===== src/adc_short_circuit_detector_core_assert.svh =====
// Assertion macros for the ADC short-circuit detector.
// Needs nothing else; include it inside a module body.
`ifndef ADC_SHORT_CIRCUIT_DETECTOR_CORE_ASSERT_SVH
`define ADC_SHORT_CIRCUIT_DETECTOR_CORE_ASSERT_SVH

// A property that must hold at every clock edge outside reset.
`define ASCD_ASSERT(lbl, clk, rst_n, prop, msg) \
	lbl: assert property (@(posedge clk) disable iff (!rst_n) (prop)) \
		else $error(msg);

// A condition in one cycle that requires another in the next cycle.
`define ASCD_ASSERT_NEXT(lbl, clk, rst_n, ante, cons, msg) \
	lbl: assert property (@(posedge clk) disable iff (!rst_n) (ante) |=> (cons)) \
		else $error(msg);

`endif


===== src/ascd_pkg.sv =====
// Shared types and constants for the ADC short-circuit detector.
// No dependencies.
package ascd_pkg;

	// Frame geometry and converter resolution.
	localparam int SAMPLES_PER_FRAME = 160;
	localparam int SAMPLE_BITS       = 12;

	// Field widths.
	localparam int CHAN_W   = 4;
	localparam int CODE_W   = 12;
	localparam int LIMIT_W  = 8;
	localparam int HOLD_W   = 16;
	localparam int POS_W    = 8;
	localparam int TALLY_W  = 8;
	localparam int KIND_W   = 2;
	localparam int CFG_IDX_W = 3;
	localparam int CFG_DATA_W = 16;

	// Mask applied to the raw code for the configured converter resolution.
	localparam logic [CODE_W-1:0] CODE_MASK = CODE_W'((64'd1 << SAMPLE_BITS) - 64'd1);
	localparam logic [POS_W-1:0] LAST_POS = POS_W'(SAMPLES_PER_FRAME - 1);

	// Sample kind codes.
	localparam logic [KIND_W-1:0] KIND_NONE    = 2'd0;
	localparam logic [KIND_W-1:0] KIND_VOLTAGE = 2'd1;
	localparam logic [KIND_W-1:0] KIND_CURRENT = 2'd2;

	// Operation codes.
	localparam logic OP_SAMPLE = 1'b0;
	localparam logic OP_CLEAR  = 1'b1;

	// Configuration register indexes.
	localparam logic [CFG_IDX_W-1:0] REG_VOLTAGE_CHAN = 3'd0;
	localparam logic [CFG_IDX_W-1:0] REG_CURRENT_CHAN = 3'd1;
	localparam logic [CFG_IDX_W-1:0] REG_FULL_SCALE   = 3'd2;
	localparam logic [CFG_IDX_W-1:0] REG_SAT_LIMIT    = 3'd3;
	localparam logic [CFG_IDX_W-1:0] REG_HOLD_FRAMES  = 3'd4;

	// Configuration reset values.
	localparam logic [CHAN_W-1:0]  RST_VOLTAGE_CHAN = 4'd0;
	localparam logic [CHAN_W-1:0]  RST_CURRENT_CHAN = 4'd1;
	localparam logic [CODE_W-1:0]  RST_FULL_SCALE   = 12'd4095;
	localparam logic [LIMIT_W-1:0] RST_SAT_LIMIT    = 8'd72;
	localparam logic [HOLD_W-1:0]  RST_HOLD_FRAMES  = 16'd5;

	typedef struct packed {
		logic              operation;
		logic [CHAN_W-1:0] chan_tag;
		logic [CODE_W-1:0] sample_code;
		logic              track_enabled;
	} in_item_t;

	typedef struct packed {
		logic [KIND_W-1:0] sample_kind;
		logic [CODE_W-1:0] sample_value;
		logic              frame_end;
		logic              fault_latched;
		logic              fault_event;
	} out_item_t;

endpackage


===== src/adc_short_circuit_detector_core.sv =====
// Top level of the ADC short-circuit detector: sorting, frame tally and fault latch.
// Depends on ascd_pkg and adc_short_circuit_detector_core_assert.svh.
// Each result is registered into the output buffer on its input transfer.
// Throughput: one item per cycle while in_ready is high; a two-entry output buffer keeps input open while
// one result waits, so in_ready falls only when both entries are full.
// Reset clears frame position, tally, fault flag and buffer; configuration returns
// to its defaults and the persistence counter loads the default hold count.
module adc_short_circuit_detector_core (
	input  logic                               clk,
	input  logic                               arst_n,
	input  logic                               in_valid,
	output logic                               in_ready,
	input  ascd_pkg::in_item_t                 in_data,
	output logic                               out_valid,
	input  logic                               out_ready,
	output ascd_pkg::out_item_t                out_data,
	input  logic                               cfg_we,
	input  logic [ascd_pkg::CFG_IDX_W-1:0]     cfg_index,
	input  logic [ascd_pkg::CFG_DATA_W-1:0]    cfg_wdata
);

	// Configuration registers.
	logic [ascd_pkg::CHAN_W-1:0]  voltage_chan_q;
	logic [ascd_pkg::CHAN_W-1:0]  current_chan_q;
	logic [ascd_pkg::CODE_W-1:0]  full_scale_q;
	logic [ascd_pkg::LIMIT_W-1:0] sat_limit_q;
	logic [ascd_pkg::HOLD_W-1:0]  hold_frames_q;

	// Detector state.
	logic [ascd_pkg::POS_W-1:0]   frame_pos_q;
	logic [ascd_pkg::TALLY_W-1:0] tally_q;
	logic [ascd_pkg::HOLD_W-1:0]  frames_left_q;
	logic                         fault_q;

	// Output buffer.
	ascd_pkg::out_item_t out_q;
	ascd_pkg::out_item_t skid_q;
	logic                out_valid_q;
	logic                skid_valid_q;

	// Next-state and result logic.
	logic [ascd_pkg::CODE_W-1:0]  code;
	logic [ascd_pkg::TALLY_W-1:0] tally_new;
	logic [ascd_pkg::POS_W-1:0]   frame_pos_d;
	logic [ascd_pkg::TALLY_W-1:0] tally_d;
	logic [ascd_pkg::HOLD_W-1:0]  frames_left_d;
	logic                         fault_d;
	logic                         is_last;
	logic                         qualifies;
	ascd_pkg::out_item_t          result;
	logic                         push;
	logic                         pop;

	assign code      = in_data.sample_code & ascd_pkg::CODE_MASK;
	assign in_ready  = !skid_valid_q;
	assign push      = in_valid && in_ready;
	assign pop       = out_valid_q && out_ready;
	assign out_valid = out_valid_q;
	assign out_data  = out_q;

	// Configuration writes; unknown indexes are ignored.
	always_ff @(posedge clk or negedge arst_n) begin
		if (!arst_n) begin
			voltage_chan_q <= ascd_pkg::RST_VOLTAGE_CHAN;
			current_chan_q <= ascd_pkg::RST_CURRENT_CHAN;
			full_scale_q   <= ascd_pkg::RST_FULL_SCALE;
			sat_limit_q    <= ascd_pkg::RST_SAT_LIMIT;
			hold_frames_q  <= ascd_pkg::RST_HOLD_FRAMES;
		end else if (cfg_we) begin
			case (cfg_index)
				ascd_pkg::REG_VOLTAGE_CHAN: voltage_chan_q <= cfg_wdata[ascd_pkg::CHAN_W-1:0];
				ascd_pkg::REG_CURRENT_CHAN: current_chan_q <= cfg_wdata[ascd_pkg::CHAN_W-1:0];
				ascd_pkg::REG_FULL_SCALE:   full_scale_q   <= cfg_wdata[ascd_pkg::CODE_W-1:0];
				ascd_pkg::REG_SAT_LIMIT:    sat_limit_q    <= cfg_wdata[ascd_pkg::LIMIT_W-1:0];
				ascd_pkg::REG_HOLD_FRAMES:  hold_frames_q  <= cfg_wdata[ascd_pkg::HOLD_W-1:0];
				default: ;
			endcase
		end
	end

	// Clear the fault, or sort a sample, update the tally and run the persistence counter.
	always_comb begin
		result        = '0;
		tally_new     = tally_q;
		frame_pos_d   = frame_pos_q;
		tally_d       = tally_q;
		frames_left_d = frames_left_q;
		fault_d       = fault_q;
		is_last       = 1'b0;
		qualifies     = 1'b0;
		if (in_data.operation == ascd_pkg::OP_CLEAR) begin
			fault_d       = 1'b0;
			frames_left_d = hold_frames_q;
		end else begin
			// Voltage wins when both channel numbers are the same.
			if (in_data.chan_tag == voltage_chan_q) begin
				result.sample_kind  = ascd_pkg::KIND_VOLTAGE;
				result.sample_value = code;
			end else if (in_data.chan_tag == current_chan_q) begin
				result.sample_kind  = ascd_pkg::KIND_CURRENT;
				result.sample_value = code;
				if (code == full_scale_q && tally_q != '1) begin
					tally_new = tally_q + ascd_pkg::TALLY_W'(1);
				end
			end
			is_last   = frame_pos_q >= ascd_pkg::LAST_POS;
			qualifies = !fault_q && (tally_new > sat_limit_q) && in_data.track_enabled;
			if (is_last) begin
				result.frame_end = 1'b1;
				if (qualifies) begin
					if (frames_left_q <= ascd_pkg::HOLD_W'(1)) begin
						fault_d            = 1'b1;
						result.fault_event = 1'b1;
						frames_left_d      = hold_frames_q;
					end else begin
						frames_left_d = frames_left_q - ascd_pkg::HOLD_W'(1);
					end
				end else begin
					frames_left_d = hold_frames_q;
				end
				frame_pos_d = '0;
				tally_d     = '0;
			end else begin
				frame_pos_d = frame_pos_q + ascd_pkg::POS_W'(1);
				tally_d     = tally_new;
			end
		end
		result.fault_latched = fault_d;
	end

	// Detector state advances on every input transfer.
	always_ff @(posedge clk or negedge arst_n) begin
		if (!arst_n) begin
			frame_pos_q   <= '0;
			tally_q       <= '0;
			frames_left_q <= ascd_pkg::RST_HOLD_FRAMES;
			fault_q       <= 1'b0;
		end else if (push) begin
			frame_pos_q   <= frame_pos_d;
			tally_q       <= tally_d;
			frames_left_q <= frames_left_d;
			fault_q       <= fault_d;
		end
	end

	// Two-entry output buffer: the skid entry catches a result while the head waits.
	always_ff @(posedge clk or negedge arst_n) begin
		if (!arst_n) begin
			out_valid_q  <= 1'b0;
			skid_valid_q <= 1'b0;
		end else if (skid_valid_q) begin
			if (pop) begin
				skid_valid_q <= 1'b0;
			end
		end else if (push) begin
			if (out_valid_q && !pop) begin
				skid_valid_q <= 1'b1;
			end else begin
				out_valid_q <= 1'b1;
			end
		end else if (pop) begin
			out_valid_q <= 1'b0;
		end
	end

	// Payload registers of the output buffer.
	always_ff @(posedge clk) begin
		if (skid_valid_q) begin
			if (pop) begin
				out_q <= skid_q;
			end
		end else if (push) begin
			if (out_valid_q && !pop) begin
				skid_q <= result;
			end else begin
				out_q <= result;
			end
		end
	end

	// Checks on buffer ordering, fault reporting, clear release and frame counting.
	`include "adc_short_circuit_detector_core_assert.svh"

	`ASCD_ASSERT(a_skid_needs_head, clk, arst_n, !skid_valid_q || out_valid_q, "skid entry filled while head empty")
	`ASCD_ASSERT(a_event_implies_latch, clk, arst_n, !(out_valid_q && out_q.fault_event) || (out_q.fault_latched && out_q.frame_end), "fault event without latch or frame end")
	`ASCD_ASSERT(a_frame_pos_range, clk, arst_n, frame_pos_q <= ascd_pkg::LAST_POS, "frame position beyond frame length")
	`ASCD_ASSERT_NEXT(a_clear_releases, clk, arst_n, push && in_data.operation == ascd_pkg::OP_CLEAR, !fault_q, "clear transfer did not release the fault")

endmodule

===== config.mk =====
export PLATFORM = sky130hd
export DESIGN_NAME = adc_short_circuit_detector_core
export DESIGN_NICKNAME = d
export VERILOG_FILES = /design/src/ascd_pkg.sv /design/src/adc_short_circuit_detector_core.sv
export VERILOG_INCLUDE_DIRS = /design/src /design/src/src
export SDC_FILE = /design/constraint.sdc
export NUM_CORES = 1
export LEC_CHECK = 0
export BUFFER_PORTS_ARGS = -buffer_cell sky130_fd_sc_hd__buf_2
export CORE_AREA = 3 3 117 119
export DETAILED_ROUTE_END_ITERATION = 10
export DIE_AREA = 0 0 120 122
export SYNTH_ARGS = -nofsm -noshare
export SYNTH_HDL_FRONTEND = slang
export SYNTH_SLANG_ARGS = --single-unit

===== constraint.sdc =====
create_clock -name clk -period 8.65 [get_ports clk]
set_input_delay 0.4325 -clock clk [delete_from_list [all_inputs] [get_ports clk]]
set_output_delay 0.4325 -clock clk [all_outputs]
set_load 0.01 [all_outputs]

==> results.toml, run 1 <==
[cts]
post-cts-setup-buffers = 0
cts_resized = 0
cts_tree = "built"
clock_path_buffers = 2
clock_latency_ns = 0.42
cts_sinks = 113
cts_hold_buffers = 0
cts-root-buf = "clkbuf_16"
cts_buffers = 17
clkTransAtPathRegs_ns = 0.05
htreeDepth = 4

[worst_setup_path]
max_stage_delay_ns = 0.54
required_ns = 8.95
r2r-end = "frames_left_q[3]"
cp.arrival_ns = 4.41
start_kind = "flip-flop"
worstSetupEndpointType = "flip-flop"
r2r_start = "full_scale_q[3]"
path_max_fanout = 18
critPathSlowestCell = "dfstp_2"
critPathKind = "flip-flop to flip-flop"
r2r_cells = 13
reg2reg_slack_ns = 4.54
path_cells = "xor2_1 > nor4_1 > and4_1 > nand3_1 > or2_1 > xnor2_1 > ha_1 > nand2_1 > o21a_1 > a21oi_1 > nand3_2 > and3_1 > a211o_1"

[pwr]
ir_worst_vdd_mv = 0.179
p_clk_share_pct = 37.8
power_frac_seq_pct = 41.2
sw_frac_of_total_pct = 28.4
power_density_mw_per_mm2 = 298
p_leak_nw = 2.81
power.internal_mw = 1.44
combPwrFrac_pct = 21.0
p_sw_mw = 0.574
power_mw = 2.02

[yosys]
ys_seq_area_share_pct = 53.3
synth-simple-area-share_pct = 13.6
synth.distinct_cells = 57
ys_warn_count = 0
synthFlopType = "dfrtp_1"
synth.avg_cell_area_um2 = 11.7
async_reset_ff_share_pct = 69.9
synth-xor-area-share_pct = 4.17
synth_nets = 539
synth_commonest_cells = "60 x dfrtp_1, 58 x mux2_2, 38 x nand2_1, 34 x edfxtp_1, 20 x nor2_1"
yosys_register_bits = 113
synth_cells = 485
synth_top_family_by_area = "simple AND/OR/NAND/NOR gates"
synth.top_cell.area_share_pct = 26.5
synth_mux_area_share_pct = 12.8
synth_edf_count = 34
yosysMostFrequentCell = "dfrtp_1"
synthAdderAreaFrac_pct = 2.65
synth_area_leaders = "dfrtp_1 26%, edfxtp_1 18%, mux2_2 12%, dfstp_2 8.8%, ha_1 2.6%"
yosysTopAreaCell = "dfrtp_1"
synth_compound_area_share_pct = 10.8
synth_area_mm2 = 0.00567

[placement]
gp_congestion = 0.853
port_buffers = 60
place_ws_ns = 4.48
dp_hpwl_um = 8530
place_inst = 703
place_area_mm2 = 0.00612

[routing]
firstDrtPassIters = 5
drtAntennaViolNets = 0
drc = 0
vias = 3977
wl_um = 12300
vias_per_cell = 5.41
drtIter0Drc = 242
wl_per_cell_um = 16.7

[timing]
setup_slack_ns = 4.54
setup_tns_ns = 0
fin_crit_ns = 4.11
setup_viol = 0
rsz0062_at_grt = "false"
worstMarginPinSlew_ns = 1.14
slew_viol_final = 0
final-hold-violation-count = 0
timing.final.crit_share_pct = 47.5
fmax_mhz = 243
max-slew-margin-rel_pct = 23.3
clock-skew-final_ns = 0.0113

[floorplan]
start_util_pct = 44.7
ios = 61
row_count = 41
coreArea_mm2 = 0.0127
dieWidth_um = 120
die_h_um = 122
die_area_mm2 = 0.0146

[global_route]
met1_usage_pct = 24.8
use_met3_pct = 5.57
gr-total-overflow = 0
grt_util_met2_pct = 27.4
antenna_found_initial = 0
grt_usage_pct = 18.1
grt_max_degree = 80
grt_pass1_vias = 3957
grt_most_used_layer = "met2"
grt_first_pass_wirelength_um = 20300

[final_layout]
fin_cells = 735
num_antenna_cells = 0
nFillCells = 1134
syn_to_final_growth_pct = 19.4
fin_area_mm2 = 0.00677
drive_above_1_share_pct = 32.1
fin_nets = 604

[flow_run]
cap_violations = 0

[status]
status = "finished clean"

[min_path]
hold_path.class = "input port to async pin"
-- metal layers --
metal	wire (um)	vias up
met2	5660	110
met5	0	-
met1	5660	1938
met3	878	6
met4	90	0
li1	-	1923
-- power by group through the flow --
stage / logic [mW] / clock network, mW / registers (mW)
CTS: 0.429 / 0.776 / 0.833
global route: 0.474 / 0.801 / 0.853
floorplan: 0.293 / 0 / 0.833
global placement: 0.416 / 0 / 0.835
finish: 0.423 / 0.763 / 0.832
detailed placement: 0.425 / 0 / 0.841
-- logic make-up after synthesis --
| logic type | after synthesis |
|---|---|
| AO/OA/AOI/OAI | 90 |
| XOR/XNOR | 27 |
| adder cells (fa/ha/maj) | 12 |
| AND/OR/NAND/NOR | 143 |
| multiplexers | 65 |
| buffers and inverters | 35 |
| flip-flops | 113 |
-- stage by stage --
| stage | util [%] | hold slack, ns |
|---|---|---|
| detailed placement | 48.3 | 0.495 |
| floorplan | - | 0.137 |
| global route | 53.4 | 0.208 |
| finish | 53.4 | 0.181 |
| CTS | 53.4 | 0.189 |
| global placement | 48.3 | 0.464 |
-- critical path, delay by kind of cell, from the launching register on --
kind | cells | cell delay (ns)
fa+ha+maj | 1 | 0.34
flops | 1 | 0.54
simple gates | 7 | 2.13
compound gates | 3 | 0.78
xor+xnor | 2 | 0.20
-- layout make-up --
| class | instances | area, um^2 | share of cell area, % |
|---|---|---|---|
| clock buffer | 22 | 464 | 6.86 |
| clock inverter | 10 | 181 | 2.68 |
| inverter | 19 | 71.3 | 1.05 |
| multi-input combinational | 337 | 2500 | 36.9 |
| sequential | 113 | 3020 | 44.6 |
| tap | 172 | 215 | 3.18 |
| timing repair buffer | 62 | 318 | 4.70 |
-- registers in the layout, indices dropped and copies added (netlist names) --
signal	count
frames_left_q	16
current_chan_q	4
hold_frames_q	16
full_scale_q	12
skid_q	17
sat_limit_q	8
frame_pos_q	8
skid_valid_q	1
out_valid	1
tally_q	8
fault_q	1
voltage_chan_q	4
out_data	17
-- cells in the final DEF (no fill, tap or decap), types with 10 or more instances in the layout --
cell | netlist | routed
clkbuf_16 | 0 | 17
edfxtp_1 | 34 | 34
a21oi_1 | 15 | 15
mux2_2 | 58 | 58
dfstp_2 | 19 | 19
dfrtp_1 | 60 | 60
xnor2_1 | 10 | 10
nand3_1 | 17 | 17
inv_1 | 18 | 18
ha_1 | 12 | 12
o21ai_0 | 18 | 18
nand2_1 | 38 | 38
xor2_1 | 17 | 17
nor2_1 | 20 | 20
and3_1 | 11 | 11
nor2b_1 | 15 | 15
buf_2 | 3 | 59
-- how the worst max path moves through the flow --
stage                     from  slack, ns                to  cells past startpoint
6_report       full_scale_q[3]       4.54  frames_left_q[3]                     13
5_1_grt        full_scale_q[3]       4.32  frames_left_q[7]                     13
4_1_cts        full_scale_q[3]       4.55  frames_left_q[3]                     13
3_5_place_dp        in_data[4]       4.48  frames_left_q[3]                     14
3_3_place_gp        in_data[4]       4.62  frames_left_q[5]                     14
2_1_floorplan       tally_q[0]       5.26  frames_left_q[4]                     15
(Power assumes the default switching activity.)
==> run 2: changes to the inputs <==
==> constraint.sdc (replaced) <==
create_clock -name clk -period 3.82 [get_ports clk]
set_input_delay 0.191 -clock clk [delete_from_list [all_inputs] [get_ports clk]]
set_output_delay 0.191 -clock clk [all_outputs]
set_load 0.01 [all_outputs]
==> run 2 against run 1 <==
- global-route usage decreased by 0.48 points
- die area unchanged
- total power increased by 120%
- non-clock buffer count increased by 10
- worst setup slack got worse by 4.3 ns
- sequential cell count unchanged
- critical endpoint is now out_data[1]
==> results.toml, run 2 (synthesis gave the netlist of run 1 again) <==
[global_route]
grt_usage_pct = 17.6
grt_first_pass_wirelength_um = 20000
gr-total-overflow = 0
antenna_found_initial = 0
grt_pass1_vias = 3912
grt_max_degree = 80

[final_layout]
fin_util_pct = 54.0
fin_area_mm2 = 0.00684
final_cell_mix = "60 x dfrtp_1, 59 x buf_2, 58 x mux2_2"
drive_above_1_share_pct = 33.2
layout_commonest_cell = "dfrtp_1"
syn_to_final_growth_pct = 20.7
fin_nets = 614
fin_cells = 745
num_antenna_cells = 0

[routing]
drc = 0
firstDrtPassIters = 4
vias = 4022
wl_um = 12200
drtIter0Drc = 305
drtAntennaViolNets = 0
vias_per_cell = 5.40
wl_per_cell_um = 16.4

[floorplan]
die_h_um = 122
dieWidth_um = 120
ios = 61
row_count = 41
start_util_pct = 44.7
coreArea_mm2 = 0.0127
die_area_mm2 = 0.0146

[flow_run]
cap_violations = 0

[timing]
worstMarginPinSlew_ns = 1.21
max-slew-margin-rel_pct = 19.1
hold_ws_ns = 0.0213
setup_viol = 0
timing.final.crit_share_pct = 94.9
setup_tns_ns = 0
setup_slack_ns = 0.193
slew_viol_final = 0
fmax_mhz = 276
clock-skew-final_ns = 0.0102
fin_crit_ns = 3.63
final-hold-violation-count = 0

[pwr]
power_density_mw_per_mm2 = 653
ir_worst_vdd_mv = 0.325
p_leak_nw = 2.84
power_mw = 4.47

[cts]
clock_path_buffers = 2
cts_buffers = 17
clkTransAtPathRegs_ns = 0.05
clock_latency_ns = 0.41
cts_sinks = 113
cts-root-buf = "clkbuf_16"
htreeDepth = 4
cts_tree = "built"

[placement]
place_ws_ns = 0.0257
port_buffers = 60
place_area_mm2 = 0.00615
gp_congestion = 0.875
place_inst = 706
dp_hpwl_um = 8500

[worst_setup_path]
start_kind = "flip-flop"
required_ns = 3.97
critPathSlowestCell = "dfrtp_1"
worstSetupEndpointType = "flip-flop"
path_cells = "ha_1 > and3_1 > a31oi_2 > nand3_2 > or2_1 > xnor2_1 > ha_1 > nand4_1 > o211ai_1 > a21oi_2 > buf_4 > nand4_1 > o21ai_1 > mux2_2"
cp.arrival_ns = 3.78
max_stage_delay_ns = 0.43
critPathKind = "flip-flop to flip-flop"
path_max_fanout = 5

[status]
status = "finished clean"

[min_path]
hold_path.class = "input port to flip-flop"
run 2: path summary, 6_finish.rpt:
check	startpoint	end	slack, ns	cells past startpoint
worst min register to register	fault_q	fault_q	0.50	2
worst min-delay path	cfg_wdata[12]	hold_frames_q[12]	0.02	2
max in group asynchronous	arst_n	voltage_chan_q[1]	2.68	2
worst max-delay path	tally_q[0]	out_data[1]	0.19	14
min in group asynchronous	arst_n	hold_frames_q[14]	0.49	2
worst max register to register	tally_q[0]	out_data[1]	0.19	14
run 2: final cells by class:
type | instances | area (um^2)
clock buffers | 20 | 437
clock inverters | 12 | 164
fillers | 1105 | 5830
inverters | 19 | 71.3
multi-input cells | 337 | 2530
flip-flops and latches | 113 | 3020
well taps | 172 | 215
repair buffers | 72 | 403
run 2: timing repair:
action	in CTS	in global routing
setup endpoints to repair	4	19
pin swaps	1	2
buffers inserted	1	2
hold buffers	4	0
resized for setup	3	5
endpoints found under the hold margin	17	0
run 2: metal layers:
| layer | wire length, um | vias up | track usage [%] |
|---|---|---|---|
| li1 | - | 1940 | - |
| met1 | 6070 | 1992 | 25.1 |
| met2 | 5650 | 86 | 26.3 |
| met3 | 447 | 4 | 3.76 |
| met4 | 37 | 0 | 6.87 |
| met5 | 0 | - | 0 |
run 2: report_power, final:
part           internal [mW]  total, mW  switching [mW]  leakage [nW]
Sequential              1.64       1.88           0.243          1.26
Clock                   1.08       1.61           0.531         0.295
Combinational          0.451      0.973           0.522          1.28
run 2: critical path: cells and delay by family, from the launching register on:
kind / cells / cell delay, ns
simple gates: 5 / 1.02
compound gates: 4 / 0.76
fa+ha+maj: 2 / 0.60
flops: 1 / 0.43
mux: 1 / 0.27
buf+inv: 1 / 0.16
xor+xnor: 1 / 0.14
==> run 3: changes to the inputs <==
--- a/config.mk
+++ b/config.mk
@@ -6,10 +6,11 @@
 export SDC_FILE = /design/constraint.sdc
 export NUM_CORES = 1
 export LEC_CHECK = 0
+export ABC_AREA = 1
 export BUFFER_PORTS_ARGS = -buffer_cell sky130_fd_sc_hd__buf_2
-export CORE_AREA = 3 3 117 119
+export CORE_AREA = 3 3 121 123
 export DETAILED_ROUTE_END_ITERATION = 10
-export DIE_AREA = 0 0 120 122
+export DIE_AREA = 0 0 124 126
 export SYNTH_ARGS = -nofsm -noshare
 export SYNTH_HDL_FRONTEND = slang
 export SYNTH_SLANG_ARGS = --single-unit
==> run 3 against run 2 <==
- die area up 6.7%
- register-to-register slack better by 0.52 ns
- largest power group is now the clock network
- critical endpoint is now frames_left_q[6]
- core utilization down 2.3 points
- global-route usage up 0.54 points
- non-clock buffer count down 9
- critical path depth up 8
==> results.toml, run 3 <==
[placement]
dp_hpwl_um = 9490
gp_congestion = 0.847
place_inst = 1001
port_buffers = 60
place_ws_ns = 0.732

[min_path]
hold_path.class = "input port to flip-flop"
holdPathEnd = "full_scale_q[10]"
hp-start = "cfg_wdata[10]"
hold_depth = 3

[pwr]
p_sw_mw = 0.802
ir_worst_vdd_mv = 0.263
power_frac_seq_pct = 43.0
power_mw = 3.29
p_clk_share_pct = 47.2
sw_frac_of_total_pct = 24.3
power_density_mw_per_mm2 = 463
combPwrFrac_pct = 9.9
power.internal_mw = 2.49
p_leak_nw = 3.75

[yosys]
async_reset_ff_share_pct = 69.9
synth_commonest_cells = "283 x nand2_1, 120 x inv_1, 60 x dfrtp_1, 56 x nor2_1, 46 x o21ai_0"
synth_area_leaders = "dfrtp_1 25%, nand2_1 17%, edfxtp_1 17%, dfstp_2 8.2%, inv_1 7.4%"
synth.top_cell.area_share_pct = 24.6
yosys_register_bits = 113
synth_nets = 829
synth.distinct_cells = 37
yosysTopAreaCell = "dfrtp_1"
synthFlopType = "dfrtp_1"
yosysMostFrequentCell = "nand2_1"
synth_edf_count = 34
synth_cells = 775
ys_seq_area_share_pct = 49.6
synth.avg_cell_area_um2 = 7.86
synth_area_mm2 = 0.00609
ys_warn_count = 0

[floorplan]
row_count = 43
die_area_mm2 = 0.0156
die_h_um = 126
coreArea_mm2 = 0.0138
dieWidth_um = 124
ios = 61
start_util_pct = 44.2

[cts]
cts-root-buf = "clkbuf_16"
clock_latency_ns = 0.42
cts_sinks = 113
cts_resized = 0
clock_path_buffers = 2
clkTransAtPathRegs_ns = 0.05
htreeDepth = 4
cts_buffers = 17
cts_tree = "built"

[final_layout]
fin_util_pct = 51.7
final_cell_mix = "283 x nand2_1, 120 x inv_1, 60 x dfrtp_1"
layout_commonest_cell = "nand2_1"
nFillCells = 1336
fin_cells = 1034
num_antenna_cells = 0
syn_to_final_growth_pct = 16.9
fin_nets = 895
drive_above_1_share_pct = 17.3

[worst_setup_path]
r2r_start = "full_scale_q[8]"
r2r_cells = 22
path_buf_inv = 2
max_stage_delay_ns = 0.55
start_kind = "flip-flop"
path_cells = "inv_1 > nand2_1 > nand2_1 > inv_1 > nand2_1 > nor2_1 > nand2_1 > nor2_1 > nand3_1 > nand2_1 > nand2_1 > ha_1 > nand2_1 > o21bai_1 > nand2_1 > nand2_1 > nand2_1 > nand2_1 > nor2_4 > nand2_1 > nand3_1 > nand2_1"
critPathSlowestCell = "dfstp_2"
required_ns = 4.11
path_max_fanout = 17
path_common_cell = "nand2_1"
worstSetupEndpointType = "flip-flop"
reg2reg_slack_ns = 0.71
critPathKind = "flip-flop to flip-flop"
critPathLaunch = "full_scale_q[8]"
crit_family = "simple AND/OR/NAND/NOR gates"
cp.arrival_ns = 3.40
r2r-end = "frames_left_q[6]"

[timing]
worstMarginPinSlew_ns = 1.07
fin_crit_ns = 3.11
setup_viol = 0
clock-skew-final_ns = 0.00878
fmax_mhz = 322
max-slew-margin-rel_pct = 28.4
setup_tns_ns = 0
slew_viol_final = 0
rsz0062_at_grt = "false"
timing.final.crit_share_pct = 81.3
setup_slack_ns = 0.715
final-hold-violation-count = 0

[status]
status = "finished clean"

[routing]
vias_per_cell = 4.67
firstDrtPassIters = 4
wl_met2_um = 5960
drc = 0
top_layer = "met4"
drtIter0Drc = 335
drtAntennaViolNets = 0
wl_um = 12900
wl_met3_um = 561
vias = 4831
wl_per_cell_um = 12.5
drt-met1-wl_um = 6100

[global_route]
grt_first_pass_wirelength_um = 22400
grt_pass1_vias = 4821
grt_max_degree = 80
antenna_found_initial = 0
grt_usage_pct = 18.1
gr-total-overflow = 0

[flow_run]
cap_violations = 0
-- run 3: cell count changes in the layout (fill, tap and decap cells not counted), sizes merged, moves of 8 or more --
cell | before | now
xor2 | 17 | 9
inv | 20 | 126
and3 | 12 | 1
nor4 | 9 | 0
nand3 | 18 | 41
nor2b | 15 | 0
nand2 | 38 | 291
mux2 | 58 | 0
o21ai | 26 | 47
nor2 | 20 | 77
-- run 3: routing by layer --
| metal | track usage (%) | vias to the layer above |
|---|---|---|
| li1 | - | 2513 |
| met1 | 23.8 | 2211 |
| met2 | 28.7 | 88 |
| met3 | 4.04 | 19 |
| met4 | 7.93 | 0 |
| met5 | 0 | - |
-- run 3: worst max path at each step --
stage                            end  slack, ns  cells after the start
finish              frames_left_q[6]       0.71                     22
global route        frames_left_q[6]       0.22                     21
CTS                 frames_left_q[6]       0.71                     22
detailed placement  frames_left_q[8]       0.73                     21
global placement         out_data[1]       0.79                     21
floorplan           frames_left_q[8]       1.18                     23
-- run 3: repair_timing --
item                                   in CTS  in global routing
endpoints found under the hold margin      33                  0
setup buffers                               0                  0
hold buffers                                1                  0
-- run 3: through the flow --
stage          hold WS, ns  cell area, um^2
2_1_floorplan       -0.105             6090
3_3_place_gp         0.414             6530
3_5_place_dp         0.416             6530
4_1_cts            0.00605             7120
5_1_grt             0.0210             7120
6_report            0.0183             7120
-- run 3: area by class of cell --
type,instances,area (um^2),area share [%]
Inverter,128,485,6.82
Tap cell,180,225,3.16
Timing Repair Buffer,63,328,4.60
Multi-Input combinational cell,518,2480,34.9
Clock buffer,19,433,6.08
Sequential cell,113,3020,42.4
Clock inverter,13,144,2.02
-- run 3: kinds of logic (layout without fill, tap and decap cells) --
family / Yosys count / after routing / synth area share [%]
simple gates: 421 / 421 / 29.9
compound gates: 67 / 67 / 5.83
flops: 113 / 113 / 49.6
buf+inv: 144 / 223 / 9.65
xor+xnor: 18 / 18 / 2.59
fa+ha+maj: 12 / 12 / 2.46
-- run 3: power by group through the flow --
stage          Sequential [mW]  Combinational, mW  Clock [mW]
6_report                  1.42              0.326        1.55
5_1_grt                   1.43              0.388        1.63
4_1_cts                   1.41              0.334        1.57
3_5_place_dp              1.43              0.329           0
3_3_place_gp              1.43              0.320           0
2_1_floorplan             1.42              0.234           0
-- run 3: worst register-to-register path: cells and delay by family, from the launching register on --
family,cells,cell delay [ns]
DFF,1,0.55
adders and majority gates,1,0.29
and+or+nand+nor,18,1.91
buffers and inverters,2,0.09
AOI/OAI and AO/OA,1,0.15
